[config.mk]
export PLATFORM = sky130hd
export DESIGN_NAME = fuzzy_subsequence_match_scorer
export DESIGN_NICKNAME = d
export VERILOG_FILES = /design/src/sv/fsms_pkg.sv /design/src/sv/fuzzy_subsequence_match_scorer.sv /design/src/sv/fsms_queue.sv /design/src/sv/fsms_front.sv /design/src/sv/fsms_back.sv
export SDC_FILE = /design/constraint.sdc
export NUM_CORES = 1
export LEC_CHECK = 0
export CORE_MARGIN = 1
export CORE_UTILIZATION = 30
export CTS_CLUSTER_DIAMETER = 40
export DETAILED_ROUTE_END_ITERATION = 7
export DONT_BUFFER_PORTS = 1
export SLEW_MARGIN = 10
export SYNTH_ARGS = -nofsm -noshare
export SYNTH_HDL_FRONTEND = slang
export SYNTH_SLANG_ARGS = --single-unit
[constraint.sdc]
create_clock -name clk_i -period 8.3 [get_ports clk_i]
set_clock_uncertainty 0.05 [all_clocks]
set_input_delay 0.83 -clock clk_i [delete_from_list [all_inputs] [get_ports clk_i]]
set_output_delay 0.83 -clock clk_i [all_outputs]
set_load 0.01 [all_outputs]
[src/sv/fsms_pkg.sv]
package fsms_pkg;

  // sizes
  localparam int MAX_QUERY         = 16;
  localparam int MAX_CANDIDATE_LEN = 256;
  localparam int LEN_LIMIT         = (MAX_CANDIDATE_LEN < 256) ? MAX_CANDIDATE_LEN : 256;
  localparam int QIDX_W            = (MAX_QUERY > 1) ? $clog2(MAX_QUERY) : 1;
  localparam int POS_SAT           = 511;
  localparam int SCORE_SAT         = 2097151;
  localparam int SCORE_W           = 21;
  localparam int FRAC_W            = 16;
  localparam int DEN_W             = 17;
  localparam int QDEPTH            = 2;
  localparam int QPTR_W            = 1;
  localparam int QCNT_W            = 2;

  // configuration register indexes
  localparam logic [1:0] REG_QUERY_LOW  = 2'd0;
  localparam logic [1:0] REG_QUERY_HIGH = 2'd1;
  localparam logic [1:0] REG_QUERY_LEN  = 2'd2;

  // input transaction
  typedef struct packed {
    logic [7:0] text_byte;
    logic       last_of_candidate;
  } in_t;

  // result transaction
  typedef struct packed {
    logic               matched;
    logic [7:0]         window_start;
    logic [7:0]         window_end;
    logic [8:0]         candidate_length;
    logic [SCORE_W-1:0] match_score;
    logic               too_long;
  } out_t;

  // per-candidate summary passed from front to back
  typedef struct packed {
    logic       best_valid;
    logic [7:0] start;
    logic [7:0] stop;
    logic [8:0] count;
    logic [4:0] qlen;
  } summ_t;

  // queue status seen by the front
  typedef struct packed {
    logic              empty;
    logic [QCNT_W-1:0] count;
  } q_stat_t;

  // ascii upper case to lower case
  function automatic logic [7:0] fold(input logic [7:0] c);
    logic [7:0] r;
    r = c;
    if (c >= 8'd65 && c <= 8'd90) begin
      r = c + 8'd32;
    end
    return r;
  endfunction

endpackage

[src/sv/fuzzy_subsequence_match_scorer.sv]
// Fuzzy subsequence match scorer. Candidate text enters one byte per transaction, the
// final byte of each candidate marked; the query (up to 16 characters, ASCII letters
// folded to lower case) and its length sit in configuration registers. The front takes
// one byte per cycle while the queue has room, tracking the latest window start for
// every query prefix, and on the marked byte hands a summary of the shortest, leftmost
// window to a two-entry queue. The back turns each summary into one result transaction:
// candidates with no match, an overlong text or a single-position window go straight to
// the output, the others pass one multiply of span by length, then a restoring divider
// giving one of 21 quotient bits per cycle. Bytes flow at one per cycle while candidates
// outlast their scoring; shorter ones are paced by the divider once the queue fills.
module fuzzy_subsequence_match_scorer (
  input  logic           clk_i,
  input  logic           rst_ni,
  input  logic           in_valid_i,
  output logic           in_ready_o,
  input  fsms_pkg::in_t  in_data_i,
  output logic           out_valid_o,
  input  logic           out_ready_i,
  output fsms_pkg::out_t out_data_o,
  input  logic           cfg_we_i,
  input  logic [1:0]     cfg_index_i,
  input  logic [63:0]    cfg_data_i
);

  logic [63:0] query_low_q, query_high_q;
  logic [4:0]  query_len_q;

  logic              push, pop;
  fsms_pkg::summ_t   push_data, pop_data;
  fsms_pkg::q_stat_t q_stat;

  // configuration registers
  always_ff @(posedge clk_i or negedge rst_ni) begin
    if (!rst_ni) begin
      query_low_q  <= '0;
      query_high_q <= '0;
      query_len_q  <= 5'd1;
    end else if (cfg_we_i) begin
      unique case (cfg_index_i)
        fsms_pkg::REG_QUERY_LOW:  query_low_q  <= cfg_data_i;
        fsms_pkg::REG_QUERY_HIGH: query_high_q <= cfg_data_i;
        fsms_pkg::REG_QUERY_LEN:  query_len_q  <= cfg_data_i[4:0];
        default: begin
        end
      endcase
    end
  end

  // search front
  fsms_front u_front (
    .clk_i         (clk_i),
    .rst_ni        (rst_ni),
    .in_valid_i    (in_valid_i),
    .in_data_i     (in_data_i),
    .in_ready_o    (in_ready_o),
    .query_chars_i ({query_high_q, query_low_q}),
    .query_len_i   (query_len_q),
    .q_stat_i      (q_stat),
    .push_o        (push),
    .push_data_o   (push_data)
  );

  // summary queue
  fsms_queue u_queue (
    .clk_i       (clk_i),
    .rst_ni      (rst_ni),
    .push_i      (push),
    .push_data_i (push_data),
    .pop_i       (pop),
    .pop_data_o  (pop_data),
    .stat_o      (q_stat)
  );

  // scoring back end
  fsms_back u_back (
    .clk_i       (clk_i),
    .rst_ni      (rst_ni),
    .q_stat_i    (q_stat),
    .pop_data_i  (pop_data),
    .pop_o       (pop),
    .out_valid_o (out_valid_o),
    .out_ready_i (out_ready_i),
    .out_data_o  (out_data_o)
  );

endmodule

[src/sv/fsms_queue.sv]
module fsms_queue (
  input  logic            clk_i,
  input  logic            rst_ni,
  input  logic            push_i,
  input  fsms_pkg::summ_t push_data_i,
  input  logic            pop_i,
  output fsms_pkg::summ_t pop_data_o,
  output fsms_pkg::q_stat_t stat_o
);

  fsms_pkg::summ_t                 mem_q [fsms_pkg::QDEPTH];
  logic [fsms_pkg::QPTR_W-1:0]     wr_ptr_q, rd_ptr_q;
  logic [fsms_pkg::QCNT_W-1:0]     cnt_q;

  // storage
  always_ff @(posedge clk_i) begin
    if (push_i) begin
      mem_q[wr_ptr_q] <= push_data_i;
    end
  end

  // pointers and fill level
  always_ff @(posedge clk_i or negedge rst_ni) begin
    if (!rst_ni) begin
      wr_ptr_q <= '0;
      rd_ptr_q <= '0;
      cnt_q    <= '0;
    end else begin
      if (push_i) begin
        wr_ptr_q <= wr_ptr_q + 1'b1;
      end
      if (pop_i) begin
        rd_ptr_q <= rd_ptr_q + 1'b1;
      end
      if (push_i && !pop_i) begin
        cnt_q <= cnt_q + 1'b1;
      end else if (pop_i && !push_i) begin
        cnt_q <= cnt_q - 1'b1;
      end
    end
  end

  assign pop_data_o   = mem_q[rd_ptr_q];
  assign stat_o.empty = (cnt_q == '0);
  assign stat_o.count = cnt_q;

endmodule

[src/sv/fsms_front.sv]
module fsms_front (
  input  logic              clk_i,
  input  logic              rst_ni,
  input  logic              in_valid_i,
  input  fsms_pkg::in_t     in_data_i,
  output logic              in_ready_o,
  input  logic [127:0]      query_chars_i,
  input  logic [4:0]        query_len_i,
  input  fsms_pkg::q_stat_t q_stat_i,
  output logic              push_o,
  output fsms_pkg::summ_t   push_data_o
);

  localparam logic [8:0] LenLimit = 9'(fsms_pkg::LEN_LIMIT);
  localparam logic [8:0] PosSat   = 9'(fsms_pkg::POS_SAT);
  localparam logic [4:0] MaxQuery = 5'(fsms_pkg::MAX_QUERY);

  logic       accept;
  logic [8:0] count_q, count_inc;
  logic [7:0] start_q [fsms_pkg::MAX_QUERY];
  logic [fsms_pkg::MAX_QUERY-1:0] valid_q;
  logic [7:0] new_start [fsms_pkg::MAX_QUERY];
  logic [fsms_pkg::MAX_QUERY-1:0] new_valid, hit, upd;
  logic [4:0] alen;
  logic [7:0] c;
  logic       search_en;
  logic [fsms_pkg::QIDX_W-1:0] last_idx;
  logic       done;

  // stage 1 to stage 2
  logic       s1_valid_q, s1_done_q, s1_last_q;
  logic [7:0] s1_pos_q, s1_start_q;
  logic [8:0] s1_count_q;
  logic [4:0] s1_qlen_q;

  // best window
  logic       best_valid_q;
  logic [7:0] best_start_q, best_end_q;
  logic       take_new;
  logic [7:0] span, best_span;
  logic       nb_valid;
  logic [7:0] nb_start, nb_end;
  logic [fsms_pkg::QCNT_W:0] credit;

  // room for a summary must exist before a byte is taken
  assign credit     = {1'b0, q_stat_i.count} + (fsms_pkg::QCNT_W+1)'(s1_valid_q & s1_last_q);
  assign in_ready_o = (credit < (fsms_pkg::QCNT_W+1)'(fsms_pkg::QDEPTH));
  assign accept     = in_valid_i && in_ready_o;

  assign count_inc = (count_q < PosSat) ? count_q + 9'd1 : count_q;
  assign alen      = (query_len_i > MaxQuery) ? MaxQuery : query_len_i;
  assign c         = fsms_pkg::fold(in_data_i.text_byte);
  assign search_en = accept && (count_q < LenLimit);
  assign last_idx  = fsms_pkg::QIDX_W'(alen - 5'd1);

  // prefix start chain: a run of hits carries the start forward
  always_comb begin
    new_valid = valid_q;
    upd       = '0;
    for (int k = 0; k < fsms_pkg::MAX_QUERY; k++) begin
      new_start[k] = start_q[k];
      hit[k] = search_en && (c != 8'd0) && (5'(k) < alen) &&
               (c == fsms_pkg::fold(query_chars_i[8*k +: 8]));
    end
    for (int k = 0; k < fsms_pkg::MAX_QUERY; k++) begin
      if (hit[k]) begin
        if (k == 0) begin
          new_start[k] = count_q[7:0];
          new_valid[k] = 1'b1;
          upd[k]       = 1'b1;
        end else if (new_valid[k-1]) begin
          new_start[k] = new_start[k-1];
          new_valid[k] = 1'b1;
          upd[k]       = 1'b1;
        end
      end
    end
    done = (alen != 5'd0) && upd[last_idx];
  end

  // search state
  always_ff @(posedge clk_i or negedge rst_ni) begin
    if (!rst_ni) begin
      count_q    <= '0;
      valid_q    <= '0;
      s1_valid_q <= 1'b0;
      s1_done_q  <= 1'b0;
      s1_last_q  <= 1'b0;
    end else begin
      s1_valid_q <= accept;
      if (accept) begin
        count_q    <= in_data_i.last_of_candidate ? '0 : count_inc;
        valid_q    <= in_data_i.last_of_candidate ? '0 : new_valid;
        s1_done_q  <= done;
        s1_last_q  <= in_data_i.last_of_candidate;
      end
    end
  end

  // stage 1 payload
  always_ff @(posedge clk_i) begin
    if (accept) begin
      for (int k = 0; k < fsms_pkg::MAX_QUERY; k++) begin
        start_q[k] <= new_start[k];
      end
      s1_pos_q   <= count_q[7:0];
      s1_start_q <= new_start[last_idx];
      s1_count_q <= count_inc;
      s1_qlen_q  <= alen;
    end
  end

  // shortest window, first one kept on a tie
  always_comb begin
    span      = s1_pos_q - s1_start_q;
    best_span = best_end_q - best_start_q;
    take_new  = s1_valid_q && s1_done_q && (!best_valid_q || (span < best_span));
    nb_valid  = best_valid_q || take_new;
    nb_start  = take_new ? s1_start_q : best_start_q;
    nb_end    = take_new ? s1_pos_q : best_end_q;
  end

  always_ff @(posedge clk_i or negedge rst_ni) begin
    if (!rst_ni) begin
      best_valid_q <= 1'b0;
      best_start_q <= '0;
      best_end_q   <= '0;
    end else if (push_o) begin
      best_valid_q <= 1'b0;
      best_start_q <= '0;
      best_end_q   <= '0;
    end else begin
      best_valid_q <= nb_valid;
      best_start_q <= nb_start;
      best_end_q   <= nb_end;
    end
  end

  // candidate summary on the marked byte
  assign push_o                 = s1_valid_q && s1_last_q;
  assign push_data_o.best_valid = nb_valid;
  assign push_data_o.start      = nb_start;
  assign push_data_o.stop       = nb_end;
  assign push_data_o.count      = s1_count_q;
  assign push_data_o.qlen       = s1_qlen_q;

endmodule

[src/sv/fsms_back.sv]
module fsms_back (
  input  logic              clk_i,
  input  logic              rst_ni,
  input  fsms_pkg::q_stat_t q_stat_i,
  input  fsms_pkg::summ_t   pop_data_i,
  output logic              pop_o,
  output logic              out_valid_o,
  input  logic              out_ready_i,
  output fsms_pkg::out_t    out_data_o
);

  typedef enum logic [1:0] {
    ST_IDLE,
    ST_MUL,
    ST_DIV,
    ST_DONE
  } state_e;

  localparam logic [8:0] LenLimit = 9'(fsms_pkg::LEN_LIMIT);
  localparam logic [8:0] MaxOut   = 9'd256;
  localparam logic [4:0] LastStep = 5'(fsms_pkg::SCORE_W - 1);

  state_e     state_q;
  logic       matched_q, too_long_q;
  logic [7:0] start_q, end_q;
  logic [8:0] count_q;
  logic [fsms_pkg::DEN_W-1:0]   den_q;
  logic [fsms_pkg::DEN_W:0]     rem_q;
  logic [fsms_pkg::SCORE_W-1:0] num_q;
  logic [4:0] step_q;
  logic       out_valid_q;
  fsms_pkg::out_t out_q;

  logic       too_long, matched, load_out;
  logic [7:0] span;
  logic [fsms_pkg::DEN_W:0] trial;
  logic       fits;

  assign pop_o    = (state_q == ST_IDLE) && !q_stat_i.empty;
  assign too_long = pop_data_i.count > LenLimit;
  assign matched  = pop_data_i.best_valid && !too_long;
  assign span     = end_q - start_q;
  assign trial    = {rem_q[fsms_pkg::DEN_W-1:0], num_q[fsms_pkg::SCORE_W-1]};
  assign fits     = trial >= {1'b0, den_q};
  assign load_out = (state_q == ST_DONE) && (!out_valid_q || out_ready_i);

  // score sequencer: multiply span by length, then one quotient bit a cycle
  always_ff @(posedge clk_i or negedge rst_ni) begin
    if (!rst_ni) begin
      state_q     <= ST_IDLE;
      out_valid_q <= 1'b0;
      step_q      <= '0;
    end else begin
      if (load_out) begin
        out_valid_q <= 1'b1;
      end else if (out_ready_i) begin
        out_valid_q <= 1'b0;
      end
      unique case (state_q)
        ST_IDLE: begin
          if (pop_o) begin
            if (matched && (pop_data_i.start != pop_data_i.stop)) begin
              state_q <= ST_MUL;
            end else begin
              state_q <= ST_DONE;
            end
          end
        end
        ST_MUL: begin
          step_q  <= '0;
          state_q <= ST_DIV;
        end
        ST_DIV: begin
          step_q <= step_q + 5'd1;
          if (step_q == LastStep) begin
            state_q <= ST_DONE;
          end
        end
        ST_DONE: begin
          if (load_out) begin
            state_q <= ST_IDLE;
          end
        end
        default: state_q <= ST_IDLE;
      endcase
    end
  end

  // datapath
  always_ff @(posedge clk_i) begin
    case (state_q)
      ST_IDLE: begin
        if (pop_o) begin
          matched_q  <= matched;
          too_long_q <= too_long;
          start_q    <= matched ? pop_data_i.start : 8'd0;
          end_q      <= matched ? pop_data_i.stop : 8'd0;
          count_q    <= (pop_data_i.count > MaxOut) ? MaxOut : pop_data_i.count;
          num_q      <= !matched ? '0 :
                        (pop_data_i.start == pop_data_i.stop) ?
                        fsms_pkg::SCORE_W'(fsms_pkg::SCORE_SAT) :
                        {pop_data_i.qlen, {fsms_pkg::FRAC_W{1'b0}}};
          den_q      <= fsms_pkg::DEN_W'(pop_data_i.count);
        end
      end
      ST_MUL: begin
        den_q <= fsms_pkg::DEN_W'(span * den_q[8:0]);
        rem_q <= '0;
      end
      ST_DIV: begin
        rem_q <= fits ? trial - {1'b0, den_q} : trial;
        num_q <= {num_q[fsms_pkg::SCORE_W-2:0], fits};
      end
      default: begin
      end
    endcase
    if (load_out) begin
      out_q.matched          <= matched_q;
      out_q.window_start     <= start_q;
      out_q.window_end       <= end_q;
      out_q.candidate_length <= count_q;
      out_q.match_score      <= num_q;
      out_q.too_long         <= too_long_q;
    end
  end

  assign out_valid_o = out_valid_q;
  assign out_data_o  = out_q;

endmodule

==> qor.log, run 1 <==
INFO  run_status     outcome=completed
INFO  hold_path      min-delay-path-class=primary input to flip-flop
INFO  power          ir_drop=0.00121V
INFO  synthesis      yosys_most_used_dff=sky130_fd_sc_hd__edfxtp_1
INFO  floorplan      die-height=322µm
INFO  timing         final-max-slew-violation-count=0
INFO  drt            drc=0
INFO  critical_path  timing.setup.critical_path_class=flip-flop to flip-flop
INFO  place          total_half_perimeter_wirelength_after_legalization_and_detailed_placement=56300µm
INFO  power          combinational_fraction_of_design_power=54.3%
INFO  cells_and_area regArea=15200µm²
INFO  synthesis      synthXorXnorAreaFrac=5.66%
INFO  clocking       root_buffer=sky130_fd_sc_hd__clkbuf_16
INFO  timing         final-hold-violation-count=0
INFO  timing         worst_slew_margin_rel=27.4%
INFO  timing         rsz0062_at_grt=false
INFO  power          power.share.switching=41.2%
INFO  floorplan      io_pins=130
INFO  clocking       worst_setup_hold_path_clk_slew=60ps
INFO  cells_and_area multiInputGateArea=14400µm²
INFO  critical_path  worstSetupEndpointType=flip-flop
INFO  synthesis      number_of_flops_mapped_to_enable_cells_by_yosys=350
INFO  place          gpl_wtd_cong=0.881
INFO  timing         final_min_period_over_clock_period=79.9%
INFO  synthesis      synth_simple_gate_area_share=11.9%
INFO  drt            route.final.wire_length=78800µm
INFO  synthesis      synth_top_area_share=34.1%
INFO  critical_path  cp_max_fo=9
INFO  floorplan      start_util=30.3%
INFO  drt            drt_iter0_markers=1513
INFO  synthesis      yosys.cell_count.top_type=sky130_fd_sc_hd__edfxtp_1
INFO  drt            route.detailed.vias_per_inst=5.00
INFO  timing         setup_viol=0
INFO  clocking       cts_max_level=3
INFO  global_routing globalRouteOverflowTotal=0
INFO  critical_path  critPathSlowestCell=sky130_fd_sc_hd__fa_1
INFO  floorplan      floorplan.core_area=102000µm²
INFO  synthesis      synth.cells.most_frequent=sky130_fd_sc_hd__edfxtp_1 (350), sky130_fd_sc_hd__nand2_1 (251), sky130_fd_sc_hd__inv_1 (200)
INFO  clocking       clock_insertion_delay_worst_skew=650ps
INFO  synthesis      synth_warnings=0
INFO  global_routing antenna_found_initial=3
INFO  synthesis      syn-num-nets=3005
INFO  drt            route.antenna.remaining_nets=0
INFO  cells_and_area finish.net_count=3037
INFO  synthesis      synth_top_family_by_area=compound AO/OA/AOI/OAI gates
INFO  synthesis      post_synth_instance_area=30800µm²
INFO  clocking       cts_made_buffers=91
INFO  timing         max_freq=151MHz
INFO  synthesis      syn_area_per_cell=11.1µm²
INFO  clocking       clock_sink_count=539
INFO  floorplan      floorplan.die.width=322µm
INFO  power          clockPowerShare=21.3%
INFO  critical_path  worst_path_most_repeated_cell=sky130_fd_sc_hd__a21oi_1
INFO  global_routing global_route.usage.total=15.1%
INFO  cells_and_area synthToLayoutAreaGrowth=15.8%
INFO  clocking       cts.path.max_buffers=3
INFO  global_routing grt_start_max_net_pins=189
INFO  critical_path  critPathTopFamily=adder cells
INFO  power          power_frac_seq=24.4%
INFO  place          io_buffers=0
INFO  synthesis      number_of_unique_standard_cell_types_used_by_synthesis=103
INFO  cells_and_area final_cell_count_no_fill=4250
INFO  power          cellLeakagePower=0.0139µW
INFO  drt            vias=21259
INFO  critical_path  critPathMaxStageDelay=550ps
INFO  synthesis      async_reset_ff_share=35.1%
INFO  power          net-switching-power=7560µW
INFO  critical_path  cp.required=8660ps
INFO  flow_run       maxCapViolCount=0
INFO  power          cellPowerDensity=515nW/µm²
INFO  cells_and_area drive_gt1_share=14.6%
INFO  critical_path  timing.critical_path.from_type=flip-flop
INFO  floorplan      fp-row-count=117
INFO  clocking       cts_repair_resize_count=0
INFO  clocking       tritoncts=built
INFO  synthesis      synth_sequential_area_ratio=49.5%
INFO  drt            drt_first_pass_iters=7
INFO  synthesis      synth_compound_gate_area_share=13.4%
INFO  synthesis      synthMuxAreaShare=8.24%
INFO  synthesis      synthDominantAreaCellType=sky130_fd_sc_hd__edfxtp_1
INFO  drt            route.detailed.wl_per_inst=18.5µm
INFO  floorplan      floorplan.die_area=104000µm²
INFO  critical_path  crit_arrival=6990ps
INFO  cells_and_area nFillCells=9983
INFO  place          dp.cells=4073
INFO  global_routing global_route_wire_length_before_repair=123000µm
INFO  synthesis      synthCells=2770
INFO  synthesis      yosys.area_share.adder=7.42%
INFO  timing         totalNegativeSetupSlack=0ps
INFO  timing         time_the_worst_path_needs_with_i_o_delays_and_setup=6640ps
INFO  timing         worst_slew_pin_slew=1090ps
INFO  critical_path  critical_path_buf_inv_count=1
INFO  power          cell_internal_pwr=10800µW
INFO  synthesis      synth-seq-cells=539
INFO  synthesis      synth.area.top_cells=sky130_fd_sc_hd__edfxtp_1 (34%), sky130_fd_sc_hd__dfrtp_1 (15%), sky130_fd_sc_hd__mux2_2 (5.9%), sky130_fd_sc_hd__ha_1 (4.4%), sky130_fd_sc_hd__xnor2_1 (3.2%)
INFO  global_routing grt_pass1_vias=20907
## placed cells by master (no fill, tap or decap), drive strengths merged, types with 16 or more instances in the layout
cell type / instances
nand3: 46
clkinv: 29
nand4: 16
a21oi: 141
buf: 36
edfxtp: 350
a22oi: 18
nand2b: 29
a211oi: 31
fa: 46
ha: 109
o21a: 22
inv: 219
a21o: 30
clkbuf: 104
nand2: 251
xnor2: 113
nor2: 172
nor2b: 43
a21boi: 20
and3: 18
mux2i: 71
nor3: 53
mux2: 162
a31oi: 32
nor4: 17
xor2: 86
dfrtp: 188
and2: 54
or3: 17
o21ai: 122
## stage by stage
stage	util [%]	setup WS (ps)	cell area, µm²	hold WS (ps)	total power, µW
final	35.0	1660	35700	257	18400
after global routing	35.0	1210	35600	233	20200
after CTS	35.0	1630	35600	175	18600
after detailed placement	31.8	1640	32300	355	14600
after global placement	31.8	1720	32300	351	14500
after floorplan	-	1860	30800	350	12400
## sequential cells by signal, indices dropped and copies added (netlist names), 15 cells and up
register           count
u_front.start_q      128
u_back.den_q          17
u_front.valid_q       15
u_back.rem_q          17
query_high_q          64
u_back.num_q          21
query_low_q           64
u_queue.mem_q         62
u_back.out_data_o     48
## cells by family (layout without fill, tap and decap cells)
group	count (synthesis)	after routing
compound gates	587	587
other cells	0	1
flops	539	539
xor+xnor	199	199
buf+inv	301	412
simple gates	756	756
fa+ha+maj	155	155
mux	233	233
## power by group through the flow
stage          sequential [µW]  combinational, µW  clock (µW)
2_1_floorplan             4320               8050           0
4_1_cts                   4490              10100        3990
6_report                  4480               9980        3910
3_5_place_dp              4530              10000           0
5_1_grt                   4570              11500        4110
3_3_place_gp              4520              10000           0
## layout make-up
type	instances	area share, %
multi-input cells	1930	40.3
flip-flops and latches	539	42.8
repair buffers	38	0.927
clock inverters	68	2.34
clock buffers	104	6.73
inverters	202	2.14
well taps	1368	4.80
diodes	1	0.00702
## final timing paths
path | slack (ps) | startpoint | endpoint | depth (start not counted)
setup / recovery | 1660 | u_back.end_q[1] | u_back.den_q[16] | 26
hold / removal | 260 | cfg_data_i[21] | query_low_q[21] | 2
setup reg to reg | 1660 | u_back.end_q[1] | u_back.den_q[16] | 26
hold reg to reg | 360 | u_back.count_q[3] | u_back.out_data_o[25] | 0
max in group asynchronous | 6280 | rst_ni | u_front.valid_q[4] | 3
min in group asynchronous | 700 | rst_ni | u_front.best_end_q[6] | 2
## per-layer routing
metal | track usage, % | vias up | part of all wire (%) | wire, µm
li1 | - | 10126 | - | -
met1 | 20.6 | 10418 | 45 | 35800
met2 | 24.1 | 599 | 47 | 36700
met3 | 3.19 | 116 | 6.1 | 4770
met4 | 4.22 | 0 | 1.9 | 1510
met5 | 0 | - | 0 | 0
## what timing repair did
action	CTS	global route
hold buffers	2	1
endpoints found under the hold margin	188	35
setup buffers	0	0
Power figures use the tool's default switching activity.
==> inputs of run 2 (changes only) <==
--- a/config.mk
+++ b/config.mk
@@ -5,6 +5,7 @@
 export SDC_FILE = /design/constraint.sdc
 export NUM_CORES = 1
 export LEC_CHECK = 0
+export ABC_AREA = 1
 export CORE_MARGIN = 1
 export CORE_UTILIZATION = 30
 export CTS_CLUSTER_DIAMETER = 40
==> constraint.sdc (replaced) <==
create_clock -name clk_i -period 7 [get_ports clk_i]
set_clock_uncertainty 0.05 [all_clocks]
set_input_delay 0.7 -clock clk_i [delete_from_list [all_inputs] [get_ports clk_i]]
set_output_delay 0.7 -clock clk_i [all_outputs]
set_load 0.01 [all_outputs]
==> qor.log, run 2 <==
INFO  run_status     outcome=completed
INFO  floorplan      floorplan.die_area=104000µm²
INFO  timing         rsz0062_at_grt=false
INFO  power          net-switching-power=8910µW
INFO  clocking       cts_max_level=3
INFO  drt            route.antenna.remaining_nets=0
INFO  power          power_frac_seq=25.9%
INFO  synthesis      yosys_most_used_dff=sky130_fd_sc_hd__edfxtp_1
INFO  cells_and_area drive_gt1_share=9.70%
INFO  clocking       tritoncts=built
INFO  timing         time_the_worst_path_needs_with_i_o_delays_and_setup=6550ps
INFO  cells_and_area nFillCells=10277
INFO  timing         final_min_period_over_clock_period=93.5%
INFO  power          clockPowerShare=22.6%
INFO  clocking       root_buffer=sky130_fd_sc_hd__clkbuf_16
INFO  critical_path  worstSetupEndpointType=flip-flop
INFO  critical_path  critPathSlowestCell=sky130_fd_sc_hd__fa_1
INFO  global_routing grt_pass1_vias=22064
INFO  power          combinational_fraction_of_design_power=51.5%
INFO  synthesis      yosys.cell_count.top_type=sky130_fd_sc_hd__nand2_1
INFO  clocking       cts.path.max_buffers=3
INFO  drt            drt_iter0_markers=1743
INFO  critical_path  cp_max_fo=6
INFO  critical_path  timing.critical_path.from_type=flip-flop
INFO  synthesis      synth-seq-cells=539
INFO  critical_path  crit_arrival=6900ps
INFO  synthesis      synth_top_area_share=34.3%
INFO  timing         totalNegativeSetupSlack=0ps
INFO  clocking       worst_setup_hold_path_clk_slew=60ps
INFO  floorplan      start_util=30.5%
INFO  power          cellPowerDensity=575nW/µm²
INFO  floorplan      fp-row-count=116
INFO  flow_run       maxCapViolCount=0
INFO  place          io_buffers=0
INFO  synthesis      synthCells=3484
INFO  cells_and_area finish.net_count=3744
INFO  synthesis      syn-num-nets=3719
INFO  power          power.share.switching=43.7%
INFO  critical_path  timing.setup.critical_path_class=flip-flop to flip-flop
INFO  timing         final-max-slew-violation-count=0
INFO  synthesis      number_of_flops_mapped_to_enable_cells_by_yosys=350
INFO  clocking       clock_sink_count=539
INFO  floorplan      floorplan.die.width=322µm
INFO  power          cellLeakagePower=0.0165µW
INFO  synthesis      syn_area_per_cell=8.81µm²
INFO  synthesis      number_of_unique_standard_cell_types_used_by_synthesis=62
INFO  place          dp.cells=4767
INFO  global_routing antenna_found_initial=2
INFO  drt            vias=22906
INFO  power          cell_internal_pwr=11500µW
INFO  drt            route.detailed.vias_per_inst=4.63
INFO  hold_path      min-delay-path-class=primary input to async pin
INFO  drt            route.final.wire_length=78100µm
INFO  cells_and_area final_common_cell=sky130_fd_sc_hd__nand2_1
INFO  floorplan      io_pins=130
INFO  cells_and_area final_cell_mix=sky130_fd_sc_hd__nand2_1 (853), sky130_fd_sc_hd__inv_1 (584), sky130_fd_sc_hd__edfxtp_1 (350)
INFO  drt            route.detailed.wl_per_inst=15.8µm
INFO  synthesis      synth_warnings=0
INFO  timing         worst_slew_pin_slew=1180ps
INFO  global_routing grt_start_max_net_pins=190
INFO  timing         max_freq=153MHz
INFO  place          gpl_wtd_cong=0.867
INFO  synthesis      post_synth_instance_area=30700µm²
INFO  cells_and_area final_cell_count_no_fill=4947
INFO  power          ir_drop=0.000792V
INFO  floorplan      floorplan.core_area=101000µm²
INFO  cells_and_area regMostFlops=u_front.start_q
INFO  synthesis      synth.area.top_cells=sky130_fd_sc_hd__edfxtp_1 (34%), sky130_fd_sc_hd__dfrtp_1 (15%), sky130_fd_sc_hd__nand2_1 (10%), sky130_fd_sc_hd__inv_1 (7.2%), sky130_fd_sc_hd__ha_1 (4.4%)
INFO  place          pre_cts_setup_slack=190ps
INFO  global_routing globalRouteOverflowTotal=0
INFO  critical_path  cp.required=7350ps
INFO  cells_and_area largest_register_ff_count=128
INFO  timing         worst_slew_margin_rel=21.4%
INFO  drt            drt_first_pass_iters=5
INFO  place          total_half_perimeter_wirelength_after_legalization_and_detailed_placement=55400µm
INFO  synthesis      synth_sequential_area_ratio=49.7%
INFO  cells_and_area final_util=35.2%
INFO  global_routing global_route.usage.total=15.3%
INFO  clocking       cts_made_buffers=93
INFO  floorplan      die-height=322µm
INFO  synthesis      async_reset_ff_share=35.1%
INFO  global_routing global_route_wire_length_before_repair=125000µm
INFO  clocking       clock_insertion_delay_worst_skew=670ps
INFO  synthesis      synthDominantAreaCellType=sky130_fd_sc_hd__edfxtp_1
INFO  drt            drc=0
INFO  synthesis      synth.cells.most_frequent=sky130_fd_sc_hd__nand2_1 (855), sky130_fd_sc_hd__inv_1 (587), sky130_fd_sc_hd__edfxtp_1 (350)
INFO  critical_path  critPathMaxStageDelay=550ps
INFO  cells_and_area reg_top3=u_front.start_q: 128 flops, query_high_q: 64 flops, query_low_q: 64 flops
INFO  timing         setup_viol=0
INFO  timing         final-hold-violation-count=0
INFO  cells_and_area synthToLayoutAreaGrowth=15.5%
INFO  timing         layout_setup_ws=453ps
-- run 2: cell types whose count changed after synthesis, moves of 28 or more --
cell                       previous run  this run
sky130_fd_sc_hd__nand2_1            251       855
sky130_fd_sc_hd__nand2_2              0        56
sky130_fd_sc_hd__mux2_2             162         0
sky130_fd_sc_hd__nand2b_1            29         1
sky130_fd_sc_hd__and2_1              54         2
sky130_fd_sc_hd__nor2b_1             43         0
sky130_fd_sc_hd__inv_1              200       587
sky130_fd_sc_hd__mux2i_1             71        26
sky130_fd_sc_hd__o21ai_0            119       272
sky130_fd_sc_hd__xnor2_1            113        49
sky130_fd_sc_hd__nand3_1             46       111
sky130_fd_sc_hd__nor2_1             172       236
-- run 2: power by group through the flow --
stage	clock network, µW	logic, µW	registers (µW)
floorplan	0	8090	5180
global placement	0	10200	5310
detailed placement	0	10400	5330
CTS	4700	10500	5280
global route	4840	12200	5390
finish	4610	10500	5280
-- run 2: timing repair --
item | 4_1_cts | 5_1_grt
endpoints found under the setup margin | 0 | 3
hold endpoints to repair | 189 | 0
resized for setup | 0 | 11
buffers inserted | 0 | 3
hold buffers | 1 | 0
-- run 2: final cells by class --
cell class	instances	area [µm²]	area share, %
clock buffers	109	2490	7.03
well taps	1357	1700	4.79
multi-input cells	2234	12700	35.8
flip-flops and latches	539	15200	43.0
clock inverters	65	728	2.05
inverters	608	2320	6.55
diodes	2	5.00	0.0141
repair buffers	33	268	0.755
-- run 2: worst paths after layout --
| check | cells past startpoint | from | slack (ps) | end |
|---|---|---|---|---|
| max | 38 | u_back.end_q[2] | 450 | u_back.den_q[16] |
| min | 1 | rst_ni | 10 | query_low_q[62] |
| max reg2reg | 38 | u_back.end_q[2] | 450 | u_back.den_q[16] |
| min reg2reg | 0 | u_front.s1_count_q[5] | 370 | u_queue.mem_q[0][10] |
| max in group asynchronous | 1 | rst_ni | 5910 | u_front.count_q[0] |
| min in group clk_i | 2 | cfg_data_i[43] | 140 | query_high_q[43] |
-- run 2: kinds of logic after synthesis --
group	after synthesis	share of synthesized area [%]
AO/OA/AOI/OAI	516	9.33
XOR/XNOR	118	3.37
adder cells (fa/ha/maj)	155	7.45
buffers and inverters	711	9.23
flip-flops	539	49.7
multiplexers	26	0.848
AND/OR/NAND/NOR	1419	20.1
-- run 2: routing by layer --
layer / wire, µm / GRT usage (%) / part of all wire [%] / vias to the layer above
li1: - / - / - / 11343
met1: 35700 / 20.4 / 46 / 10840
met2: 35600 / 24.6 / 46 / 604
met3: 5060 / 3.43 / 6.5 / 117
met4: 1750 / 4.48 / 2.2 / 2
met5: 13 / 0 / 0.017 / -
-- run 2: stage by stage --
stage	total power, µW	hold WS, ps	instance area (µm²)
3_5_place_dp	15700	358	32100
2_1_floorplan	13300	350	30700
4_1_cts	20500	87.8	35400
6_report	20400	14.8	35400
5_1_grt	22500	99.8	35400
3_3_place_gp	15500	353	32100
-- run 2: critical path, delay by kind of cell, from the launching register on --
| family | cells | cell delay [ps] |
|---|---|---|
| compound gates | 10 | 1120 |
| fa+ha+maj | 6 | 2560 |
| simple gates | 15 | 1680 |
| buf+inv | 7 | 430 |
| flops | 1 | 430 |
==> inputs of run 3 (changes only) <==
==> constraint.sdc (replaced) <==
create_clock -name clk_i -period 7 [get_ports clk_i]
set_clock_uncertainty 0.05 [all_clocks]
set_input_delay 1.4 -clock clk_i [delete_from_list [all_inputs] [get_ports clk_i]]
set_output_delay 1.4 -clock clk_i [all_outputs]
set_load 0.01 [all_outputs]
==> qor.log, run 3 (same netlist as run 2, synthesis figures left out) <==
INFO  run_status     outcome=completed
INFO  drt            route.detailed.wl_per_inst=15.7µm
INFO  floorplan      start_util=30.5%
INFO  power          clockPowerShare=21.6%
INFO  timing         final-hold-violation-count=0
INFO  critical_path  crit_arrival=6840ps
INFO  timing         worst_slew_pin_slew=1150ps
INFO  power          cellPowerDensity=580nW/µm²
INFO  power          combinational_fraction_of_design_power=52.6%
INFO  timing         whs=364ps
INFO  cells_and_area synthToLayoutAreaGrowth=15.2%
INFO  critical_path  cp_max_fo=6
INFO  critical_path  cp.required=7340ps
INFO  critical_path  timing.setup.critical_path_class=flip-flop to flip-flop
INFO  place          total_half_perimeter_wirelength_after_legalization_and_detailed_placement=55400µm
INFO  timing         final-max-slew-violation-count=0
INFO  timing         max_freq=154MHz
INFO  floorplan      die-height=322µm
INFO  drt            route.antenna.remaining_nets=0
INFO  drt            route.detailed.vias_per_inst=4.67
INFO  global_routing global_route.usage.total=15.3%
INFO  floorplan      floorplan.die.width=322µm
INFO  drt            drc=0
INFO  global_routing grt_pass1_vias=22736
INFO  cells_and_area final_common_cell=sky130_fd_sc_hd__nand2_1
INFO  global_routing globalRouteOverflowTotal=0
INFO  power          power.share.switching=43.6%
INFO  cells_and_area num_antenna_cells=0
INFO  critical_path  ff2ff_path_depth=38
INFO  clocking       worst_setup_hold_path_clk_slew=60ps
INFO  timing         time_the_worst_path_needs_with_i_o_delays_and_setup=6500ps
INFO  timing         final_min_period_over_clock_period=92.8%
INFO  power          cell_internal_pwr=11500µW
INFO  cells_and_area final_cell_mix=sky130_fd_sc_hd__nand2_1 (853), sky130_fd_sc_hd__inv_1 (584), sky130_fd_sc_hd__edfxtp_1 (350)
INFO  drt            route.final.wire_length=77900µm
INFO  clocking       cts_made_buffers=90
INFO  critical_path  critPathMaxStageDelay=510ps
INFO  cells_and_area regMostFlops=u_front.start_q
INFO  power          cellLeakagePower=0.0164µW
INFO  place          dp.cells=4777
INFO  cells_and_area reg_top3=u_front.start_q: 128 flops, query_high_q: 64 flops, query_low_q: 64 flops
INFO  clocking       clock_insertion_delay_worst_skew=660ps
INFO  cells_and_area final_cell_count_no_fill=4945
INFO  critical_path  timing.critical_path.from_type=flip-flop
INFO  global_routing antenna_found_initial=3
INFO  power          net-switching-power=8940µW
INFO  timing         setup_viol=0
INFO  global_routing grt_start_max_net_pins=190
INFO  cells_and_area largest_register_ff_count=128
INFO  critical_path  worstSetupEndpointType=flip-flop
INFO  power          power_frac_seq=25.7%
INFO  hold_path      hold_path_depth=0
INFO  timing         totalNegativeSetupSlack=0ps
INFO  clocking       postCtsHoldBufs=0
INFO  place          gpl_wtd_cong=0.861
INFO  floorplan      floorplan.die_area=104000µm²
INFO  timing         rsz0062_at_grt=false
INFO  floorplan      fp-row-count=116
INFO  floorplan      floorplan.core_area=101000µm²
INFO  cells_and_area drive_gt1_share=9.39%
INFO  power          total_power=20500µW
INFO  critical_path  critPathSlowestCell=sky130_fd_sc_hd__fa_1
INFO  clocking       tritoncts=built
INFO  floorplan      io_pins=130
INFO  clocking       cts.path.max_buffers=3
INFO  clocking       clock_sink_count=539
INFO  clocking       root_buffer=sky130_fd_sc_hd__clkbuf_16
INFO  drt            vias=23099
INFO  power          ir_drop=0.000959V
INFO  drt            drt_iter0_markers=1841
INFO  hold_path      min-delay-path-class=flip-flop to flip-flop
INFO  timing         worst_slew_margin_rel=23.6%
INFO  drt            drt_first_pass_iters=6
INFO  global_routing global_route_wire_length_before_repair=125000µm
INFO  flow_run       maxCapViolCount=0
INFO  clocking       cts_max_level=3
INFO  cells_and_area finish.net_count=3749
INFO  place          io_buffers=0
[run 3: layer usage]
metal	share of wire (%)	up-vias	wire length [µm]	global-route usage [%]
met4	3.2	0	2480	5.58
li1	-	11335	-	-
met3	6.6	151	5120	2.84
met2	45	691	35200	24.3
met5	0	-	0	0
met1	45	10922	35100	20.7
[run 3: path summary, 6_finish.rpt]
check | slack [ps] | endpoint | start
worst max-delay path | 500 | u_back.den_q[16] | u_back.end_q[2]
worst min-delay path | 360 | u_back.out_data_o[26] | u_back.count_q[4]
worst max register to register | 500 | u_back.den_q[16] | u_back.end_q[2]
worst min register to register | 360 | u_back.out_data_o[26] | u_back.count_q[4]
max in group asynchronous | 6010 | u_back.state_q[0] | rst_ni
min in group asynchronous | 440 | query_high_q[57] | rst_ni
[run 3: critical path: cells and delay by family (launching register included)]
family	cells	cell delay, ps
AO/OA/AOI/OAI	10	980
adder cells (fa/ha/maj)	6	2530
buffers and inverters	7	440
flip-flops	1	430
AND/OR/NAND/NOR	15	1780
[run 3: power by group through the flow]
stage	combinational, µW	clock (µW)	sequential (µW)
detailed placement	10400	0	5310
floorplan	8090	0	5180
finish	10800	4430	5270
CTS	10600	4520	5270
global placement	10200	0	5300
global route	12700	4650	5370
[run 3: through the flow]
stage	util, %	setup WS, ps	area (µm²)
3_3_place_gp	32.0	221	32200
3_5_place_dp	32.0	171	32200
6_report	35.1	504	35300
2_1_floorplan	-	269	30700
5_1_grt	35.1	39.3	35300
4_1_cts	35.0	55.4	35300
[run 3: area by class of cell]
type / instances / area, µm²
fill: 10296 / 65400
timing repair buffer: 41 / 308
clock buffer: 117 / 2490
tap: 1357 / 1700
inverter: 608 / 2320
multi-input combinational: 2234 / 12700
sequential: 539 / 15200
clock inverter: 49 / 582
[run 3: timing repair]
item | in CTS | in global routing
setup buffers | 0 | 2
setup endpoints to repair | 0 | 3
hold endpoints to repair | 0 | 0
resized for setup | 0 | 13
